--- src/rtl/aui_pkg.sv ---
// Shared types and constants for the H.264 access unit inspector.
package aui_pkg;

   localparam logic [7:0] NAL_TYPE_MASK = 8'h1f;
   localparam logic [4:0] NAL_IDR       = 5'd5;
   localparam logic [4:0] NAL_SPS       = 5'd7;
   localparam logic [4:0] NAL_PPS       = 5'd8;

   localparam logic [1:0] SPS_BYTES     = 2'd3;
   localparam int         RSP_WIDTH     = 32;

   typedef struct packed {
      logic       start_code_seen;
      logic       idr_seen;
      logic       sps_seen;
      logic       pps_seen;
      logic       profile_valid;
      logic [7:0] profile_idc;
      logic [7:0] constraint_flags;
      logic [7:0] level_idc;
      logic       frame_is_idr;
   } summary_type;

endpackage

--- src/rtl/aui_scan.sv ---
// Start code scanner, NAL type flags and SPS profile capture for one access unit.
module aui_scan (
   input  logic                 clock,
   input  logic                 reset,
   input  logic                 step,
   input  logic [7:0]           data_byte,
   input  logic                 last_byte,
   input  logic                 idr_hint,
   output aui_pkg::summary_type summary
);

   logic [1:0]  zero_run_ff,      zero_run_in;
   logic        awaiting_ff,      awaiting_in;
   logic [1:0]  capture_left_ff,  capture_left_in;
   logic [23:0] capture_shift_ff, capture_shift_in;
   logic        start_ff,         start_in;
   logic        idr_ff,           idr_in;
   logic        sps_ff,           sps_in;
   logic        pps_ff,           pps_in;
   logic        prof_valid_ff,    prof_valid_in;
   logic [23:0] prof_data_ff,     prof_data_in;
   logic [4:0]  nal_type;

   assign nal_type = 5'(data_byte & aui_pkg::NAL_TYPE_MASK);

   always_comb begin
      zero_run_in      = zero_run_ff;
      awaiting_in      = awaiting_ff;
      capture_left_in  = capture_left_ff;
      capture_shift_in = capture_shift_ff;
      start_in         = start_ff;
      idr_in           = idr_ff;
      sps_in           = sps_ff;
      pps_in           = pps_ff;
      prof_valid_in    = prof_valid_ff;
      prof_data_in     = prof_data_ff;

      // The capture shifts alongside scanning, so SPS bytes are scanned too.
      if (capture_left_ff != 2'd0) begin
         capture_shift_in = {capture_shift_ff[15:0], data_byte};
         capture_left_in  = capture_left_ff - 2'd1;
         if (capture_left_in == 2'd0) begin
            prof_valid_in = 1'b1;
            prof_data_in  = capture_shift_in;
         end
      end

      if (awaiting_ff) begin
         awaiting_in = 1'b0;
         zero_run_in = 2'd0;
         start_in    = 1'b1;
         unique case (nal_type)
            aui_pkg::NAL_IDR: idr_in = 1'b1;
            aui_pkg::NAL_SPS: begin
               sps_in = 1'b1;
               // Only the first SPS whose three bytes all arrive is kept.
               if (capture_left_in == 2'd0 && !prof_valid_in) begin
                  capture_left_in  = aui_pkg::SPS_BYTES;
                  capture_shift_in = '0;
               end
            end
            aui_pkg::NAL_PPS: pps_in = 1'b1;
            default: ;
         endcase
      end else if (data_byte == 8'h00) begin
         if (zero_run_ff != 2'd2) begin
            zero_run_in = zero_run_ff + 2'd1;
         end
      end else if (data_byte == 8'h01 && zero_run_ff == 2'd2) begin
         awaiting_in = 1'b1;
         zero_run_in = 2'd0;
      end else begin
         zero_run_in = 2'd0;
      end
   end

   always_comb begin
      summary.start_code_seen  = start_in;
      summary.idr_seen         = idr_in;
      summary.sps_seen         = sps_in;
      summary.pps_seen         = pps_in;
      summary.profile_valid    = prof_valid_in;
      summary.profile_idc      = prof_valid_in ? prof_data_in[23:16] : 8'h00;
      summary.constraint_flags = prof_valid_in ? prof_data_in[15:8]  : 8'h00;
      summary.level_idc        = prof_valid_in ? prof_data_in[7:0]   : 8'h00;
      summary.frame_is_idr     = start_in ? idr_in : idr_hint;
   end

   // The last byte of an access unit resets all control state.
   always_ff @(posedge clock) begin
      if (reset || (step && last_byte)) begin
         zero_run_ff     <= 2'd0;
         awaiting_ff     <= 1'b0;
         capture_left_ff <= 2'd0;
         start_ff        <= 1'b0;
         idr_ff          <= 1'b0;
         sps_ff          <= 1'b0;
         pps_ff          <= 1'b0;
         prof_valid_ff   <= 1'b0;
      end else if (step) begin
         zero_run_ff     <= zero_run_in;
         awaiting_ff     <= awaiting_in;
         capture_left_ff <= capture_left_in;
         start_ff        <= start_in;
         idr_ff          <= idr_in;
         sps_ff          <= sps_in;
         pps_ff          <= pps_in;
         prof_valid_ff   <= prof_valid_in;
      end
   end

   always_ff @(posedge clock) begin
      if (step) begin
         capture_shift_ff <= capture_shift_in;
         prof_data_ff     <= prof_data_in;
      end
   end

endmodule

--- src/rtl/h264_access_unit_inspector.sv ---
// Top level of the H.264 access unit inspector: input register, scanner and result register.
//
//   Channel  Direction  Carries
//   req_     in         one byte of an access unit; tlast marks its final byte, tuser the IDR hint
//   rsp_     out        one summary transaction per access unit, sent after its final byte
//
// One byte per cycle is sustained unless a waiting summary holds back a final byte: a byte
// waits in the input register, then the scanner updates its state from it while, on the final
// byte, the summary is loaded into the result register. Reset is synchronous and clears all
// control state. A waiting summary stalls only the next final byte and the bytes behind it.
module h264_access_unit_inspector (
   input  logic        clock,
   input  logic        reset,
   input  logic        req_tvalid,
   output logic        req_tready,
   input  logic [7:0]  req_tdata,   // [7:0] data_byte
   input  logic        req_tlast,   // last_byte
   input  logic        req_tuser,   // idr_hint
   output logic        rsp_tvalid,
   input  logic        rsp_tready,
   // [0] start_code_seen, [1] idr_seen, [2] sps_seen, [3] pps_seen, [4] profile_valid,
   // [12:5] profile_idc, [20:13] constraint_flags, [28:21] level_idc, [29] frame_is_idr,
   // [31:30] zero
   output logic [31:0] rsp_tdata
);

   logic                 in_valid_ff;
   logic [7:0]           in_byte_ff;
   logic                 in_last_ff;
   logic                 in_hint_ff;
   logic                 rsp_valid_ff;
   logic [31:0]          rsp_data_ff;
   logic                 out_free;
   logic                 step;
   aui_pkg::summary_type summary;

   assign out_free   = !rsp_valid_ff || rsp_tready;
   assign step       = in_valid_ff && (!in_last_ff || out_free);
   assign req_tready = !in_valid_ff || step;

   always_ff @(posedge clock) begin
      if (reset) begin
         in_valid_ff <= 1'b0;
      end else if (req_tready) begin
         in_valid_ff <= req_tvalid;
      end
   end

   always_ff @(posedge clock) begin
      if (req_tready && req_tvalid) begin
         in_byte_ff <= req_tdata;
         in_last_ff <= req_tlast;
         in_hint_ff <= req_tuser;
      end
   end

   aui_scan u_scan (
      .clock     (clock),
      .reset     (reset),
      .step      (step),
      .data_byte (in_byte_ff),
      .last_byte (in_last_ff),
      .idr_hint  (in_hint_ff),
      .summary   (summary)
   );

   always_ff @(posedge clock) begin
      if (reset) begin
         rsp_valid_ff <= 1'b0;
      end else if (step && in_last_ff) begin
         rsp_valid_ff <= 1'b1;
      end else if (rsp_tready) begin
         rsp_valid_ff <= 1'b0;
      end
   end

   always_ff @(posedge clock) begin
      if (step && in_last_ff) begin
         rsp_data_ff <= {2'b00,
                         summary.frame_is_idr,
                         summary.level_idc,
                         summary.constraint_flags,
                         summary.profile_idc,
                         summary.profile_valid,
                         summary.pps_seen,
                         summary.sps_seen,
                         summary.idr_seen,
                         summary.start_code_seen};
      end
   end

   assign rsp_tvalid = rsp_valid_ff;
   assign rsp_tdata  = rsp_data_ff[aui_pkg::RSP_WIDTH-1:0];

endmodule
--- config.mk ---
export PLATFORM = sky130hd
export DESIGN_NAME = h264_access_unit_inspector
export DESIGN_NICKNAME = d
export VERILOG_FILES = /design/src/rtl/aui_pkg.sv /design/src/rtl/aui_scan.sv /design/src/rtl/h264_access_unit_inspector.sv
export SDC_FILE = /design/constraint.sdc
export NUM_CORES = 1
export LEC_CHECK = 0
export ABC_AREA = 1
export BUFFER_PORTS_ARGS = -buffer_cell sky130_fd_sc_hd__clkbuf_2
export CELL_PAD_IN_SITES_DETAIL_PLACEMENT = 1
export CELL_PAD_IN_SITES_GLOBAL_PLACEMENT = 2
export CORE_MARGIN = 8
export CORE_UTILIZATION = 41
export DETAILED_ROUTE_END_ITERATION = 6
export PLACE_DENSITY = 0.9
export SETUP_SLACK_MARGIN = 0.4
export SYNTH_ARGS = -nofsm -noshare
export SYNTH_HDL_FRONTEND = slang
export SYNTH_SLANG_ARGS = --single-unit
--- constraint.sdc ---
create_clock -name clock -period 5.4 [get_ports clock]
set_input_delay 1.08 -clock clock [delete_from_list [all_inputs] [get_ports clock]]
set_output_delay 1.08 -clock clock [all_outputs]
set_load 0.05 [all_outputs]
# --- Word-level counts from Yosys, hierarchy flattened ---
# Cells that the tools add are included.
# W data, S select, Z words.
op_classes:
  n_addsub: 2
  n_reduce_logical: 19
  n_eq_ne: 7
  muxes: 28
ops:
  columns: ["operator", "count"]
  rows:
  - ["$mux W24", 6]
  - ["$mux W1", 15]
  - ["$mux W2", 7]
  - ["$eq A5 B3 Y1 const B", 2]
  - ["$eq A8 B1 Y1 const B", 1]
  - ["$logic_not A8 Y1", 1]
  - ["$eq A5 B4 Y1 const B", 1]
  - ["$logic_and A1 B1 Y1", 5]
  - ["$logic_not A1 Y1", 4]
  - ["$logic_not A2 Y1", 2]
  - ["$logic_or A1 B1 Y1", 4]
  - ["$reduce_bool A2 Y1", 2]
  - ["$ne A3 B2 Y1 const B", 1]
  - ["$add A2 B1 Y2 const B", 1]
  - ["$eq A2 B2 Y1 const B", 1]
  - ["$ne A2 B2 Y1 const B", 1]
  - ["$reduce_and A2 Y1", 1]
  - ["$sub A2 B1 Y2 const B", 1]
totals:
  wordCells: 73
  output_inout_bits: 34
  input_bits: 14
  reg_bits: 100

# --- Longest topological paths before layout ---
logic_depth:
  ltp_word: 9
  ltp_mapped: 8
  mapped_depth_nobuf: 8

# --- By module ---
# Synthesis repeated with hierarchy kept, for this count alone.
hier_totals:
  cells_unflattened: 381
  area_unflattened_um2: 4016.4
by_module_without_submodules:
  columns: ["module", "cells_each", "seq_area_each_um2", "area_each_um2", "instances"]
  rows:
  - ["aui_scan", 319, 1401.3, 2675.1, 1]
  - ["h264_access_unit_inspector", 62, 1241.2, 1341.3, 1]

# --- Least setup slack after synthesis ---
# OpenSTA, ideal clock, no wires.
synth_path:
  kind: "input port to flip-flop"
  from: "input port rsp_tready"
  to: "register u_scan.zero_run_ff[0]"
  setup_time_ps: 114
  path_slack_ps: 2491
  path_buffers: 0
  cell_stages: 8
  required_ps: 5286
  arrival_time_ps: 2796
  path_cell_list: "inv_1 -> nand3_1 -> nand2_1 -> clkinv_1 -> nand2_1 -> nand3_1 -> nand2_1 -> nor2_1"
synth_via:
  elab_chain_cells: 5
  elab_cells_between_ends: 6
  cone_classes: "reduce/logical: 6"
synth_lines:
  columns: ["item", "line_no", "source"]
  rows:
  - ["start, declared", "h264_access_unit_inspector.sv:20", "input logic rsp_tready,"]
  - ["$logic_or A1 B1 Y1 *", "h264_access_unit_inspector.sv:37", "assign out_free = !rsp_valid_ff || rsp_tready;"]
  - ["$logic_or A1 B1 Y1 *", "h264_access_unit_inspector.sv:38", "assign step = in_valid_ff && (!in_last_ff || out_free);"]
  - ["$logic_and A1 B1 Y1 *", "h264_access_unit_inspector.sv:38", null]
  - ["via step", "h264_access_unit_inspector.sv:34", "logic step;"]
  - ["$logic_and A1 B1 Y1", "aui_scan.sv:91", "if (reset || (step && last_byte)) begin"]
  - ["$logic_or A1 B1 Y1", "aui_scan.sv:91", null]
  - ["end signal, assigned", "aui_scan.sv:101", "zero_run_ff <= zero_run_in;"]
  - ["end, declared", "aui_scan.sv:12", "logic [1:0] zero_run_ff, zero_run_in;"]
# The timed path passes the listed nets; every way through them passes the cells marked *.
# A chain may end at the register's enable or synchronous reset.

# --- Worst setup path in the final report ---
layout_path:
  from: "input port rsp_tready"
  to: "output port req_tready"
layout_via:
  elab_chain_cells: 4
layout_lines:
  columns: ["item", "line_no", "source"]
  rows:
  - ["$logic_or A1 B1 Y1", "h264_access_unit_inspector.sv:37", null]
  - ["$logic_or A1 B1 Y1", "h264_access_unit_inspector.sv:38", null]
  - ["$logic_and A1 B1 Y1", "h264_access_unit_inspector.sv:38", null]
  - ["$logic_or A1 B1 Y1", "h264_access_unit_inspector.sv:39", "assign req_tready = !in_valid_ff || step;"]
  - ["end, declared", "h264_access_unit_inspector.sv:15", "output logic req_tready,"]
# Every way passes these cells.

==> flow_summary.toml <==
[synth]
syn_area_um2 = 3870
post_synthesis_instance_total = 349
synth_compound_gate_area_share_pct = 5.63
post_synth_mux_area_share_pct = 2.07
post-synth-top-area-cell = "edfxtp_1"
yosys_warnings = 0
syn-mean-instance-area_um2 = 11.1
synth.area.top_cells = "edfxtp_1 62%, nor2_1 6.4%, dfxtp_1 6.2%, inv_1 4.8%, or2_2 4.2%"
ys_seq_area_share_pct = 68.3
synth_top_family_by_area = "simple AND/OR/NAND/NOR gates"
post_synth_adder_cell_area_pct = 0.324
post_synth_xor_area_fraction_pct = 0
synth-seq-cells = 92
simple_gate_share_of_the_synthesized_area_pct = 16.9
synth_top_area_share_pct = 62.1
yosys.cell_types.count = 26

[sta]
number_of_setup_violations_in_the_final_report = 0
period_needed_ns = 2.70
final.setup.tns_ns = 0
maxClockFrequency_mhz = 370
finalClockSkew_ns = 0.0132
hold_violations = 0
slew_violations = 0
worst_case_headroom_to_the_max_slew_limit_pct = 26.5
rsz0062_at_grt = "no"
fin_crit_sh_pct = 50.1
worst_slew_pin_slew_ns = 1.10

[clocking]
worst_setup_hold_path_clk_slew_ns = 0.09
clk_sink_count = 92
clock_insertion_delay_worst_skew_ns = 0.37
cell_chosen_for_the_clock_root = "clkbuf_8"
post-cts-setup-buffer-count = 0
cts_max_path_buffers = 2
tritoncts = "built"
htree_levels = 3
postCtsResizedCells = 0
post_cts_hold_buffer_count = 0
numCtsBuffers = 9

[pwr]
power_per_cell_area_nw_per_um2 = 310
peak_ir_drop_on_the_vdd_network_mv = 0.130
pleak_nw = 1.86

[critical_path]
worstSetupPathType = "primary input to output port"
r2r_end = "rsp_tdata[14]"
critical_path.most_common_cell = "clkbuf_2"
timing.critical_path.cells = "clkbuf_2 > inv_1 > nand4_1 > clkbuf_2"
worst-endpoint-required_ns = 4.32
worst_setup_path_startpoint = "rsp_tready"
worstReg2RegStart = "u_scan.capture_left_ff[0]"
critPathBufInv = 3
critical-path-top-delay-family = "buffers and inverters"
cp.arrival_ns = 1.62
worstSetupStartpointType = "primary input"
slowest_stage = "clkbuf_2"
reg2regPathDepth = 5
critical_path.max_fanout = 3
worst_setup_path_end_kind = "output port"
r2r_setup_slack_ns = 3.01
cp_slowest_stage_delay_ns = 0.27

[place]
hpwlAfterDp_um = 5450
gp_routability_congestion = 0.750
io_buffer_count = 45

[floorplanning]
die-area_um2 = 12800
placement_rows = 35
die_width_um = 113
placeableCoreArea_um2 = 9200
floorplan.die.height_um = 113
ios = 48
floorplan.initialDensity_pct = 42.0

[hold_path]
min-delay-path-class = "flop to flop"
holdPathStages = 2
hold_end = "u_scan.idr_ff"
worstHoldStart = "u_scan.idr_ff"

[routing]
drt-initial-drc-count = 139
detail-route-antenna-nets = 0
remaining_drc_errors = 0
dr_total_vias = 2514
routed_wire_length_per_instance_um = 16.0
route.detailed.vias_per_inst = 4.90
drt_pass1_iterations = 4
final_wl_um = 8200

[cells_and_area]
syn2layout_area_growth_pct = 13.5
fin_util_pct = 47.7
num_antenna_cells = 0
layout.area.seq_um2 = 2640
multiInputGateArea_um2 = 972
filler_cell_count = 1029
nets = 412
layout-drive-gt1-share_pct = 23.6

[global_route]
grt_first_pass_wirelength_um = 13400
track_usage_pct = 13.4
grt_pass1_vias = 2671
grt_antenna_before_repair = 0
grt_max_degree = 50
overflow = 0

[job]
maxCapViolations = 0

[outcome]
status = "finished, final reports clean"
worst max-delay path by stage:
stage                                  endpoint  slack, ns  depth (start not counted)
after floorplan           u_scan.zero_run_ff[0]       2.49                          8
after global placement               req_tready       2.71                          4
after detailed placement             req_tready       2.69                          4
after CTS                            req_tready       2.68                          4
after global routing                 req_tready       2.64                          4
final                                req_tready       2.70                          4
layer usage:
metal  up-vias  routed length (um)  track usage, %
met5         -                   0               0
met4         0                  97            4.35
met3         8                 334            4.37
met2        36                4210            23.8
met1      1232                3560            14.8
li1       1238                   -               -
cell usage in the layout (no fill, tap or decap), types with 2 or more instances in the layout:
cell        instances
conb_1              2
clkinv_1            2
o21ai_0            26
nand2_1            32
nand3_1             8
nor2_1             66
inv_2               2
or2_2              26
clkbuf_2           45
nor2_2              2
mux2i_1             8
nand4_1             3
dfxtp_1            12
clkinvlp_4          3
edfxtp_1           80
clkbuf_8            9
inv_1              49
a21oi_1            16
buf_4               2
sequential cells by signal (all words and copies together) (netlist names), 2 cells and up:
name	flops
u_scan.capture_shift_ff	16
in_byte_ff	8
u_scan.zero_run_ff	2
rsp_tdata	30
u_scan.prof_data_ff	24
u_scan.capture_left_ff	2
tightest hold or removal path: cells and delay by family, from the launching register on:
family          cells  cell delay [ns]
compound gates      1             0.04
flops               1             0.33
simple gates        1             0.07
final cells by class:
type	count	share of cell area, %
Clock buffer	9	2.82
Inverter	52	4.45
Sequential cell	92	60.2
Timing Repair Buffer	47	5.47
Multi-Input combinational cell	195	22.1
Clock inverter	7	1.74
Tap cell	111	3.16
kinds of logic after synthesis:
group / count (synthesis)
DFF: 92
and+or+nand+nor: 141
adders and majority gates: 1
other: 1
muxes: 8
buffers and inverters: 63
AOI/OAI and AO/OA: 43
power by group:
part,internal (W),total [W],switching (W)
clock,0.000216,0.000474,0.000258
combinational,0.0000220,0.0000810,0.0000591
sequential,0.000795,0.000806,0.0000112
Yosys cell counts (all sizes together):
cell type  count
nand3          8
nor3           2
nand4          3
clkbuf         6
nor2          70
o21ai         26
a21oi         16
dfxtp         12
edfxtp        80
conb           1
or2           26
inv           51
o21a           1
clkinv         1
buf            5
nand2         32
mux2i          8
ha             1
metrics by stage:
stage                     total power [W]  cells  instance area, um^2  hold slack [ns]  setup slack (ns)
final                             0.00136    513                 4390            0.471              2.70
after floorplan                  0.000879    350                 3870            0.429              2.49
after detailed placement         0.000905    497                 4190            0.456              2.69
after global placement           0.000899    497                 4190            0.440              2.71
after CTS                         0.00137    513                 4390            0.472              2.68
after global routing              0.00141    513                 4390            0.498              2.64
Power figures use the tool's default switching activity.
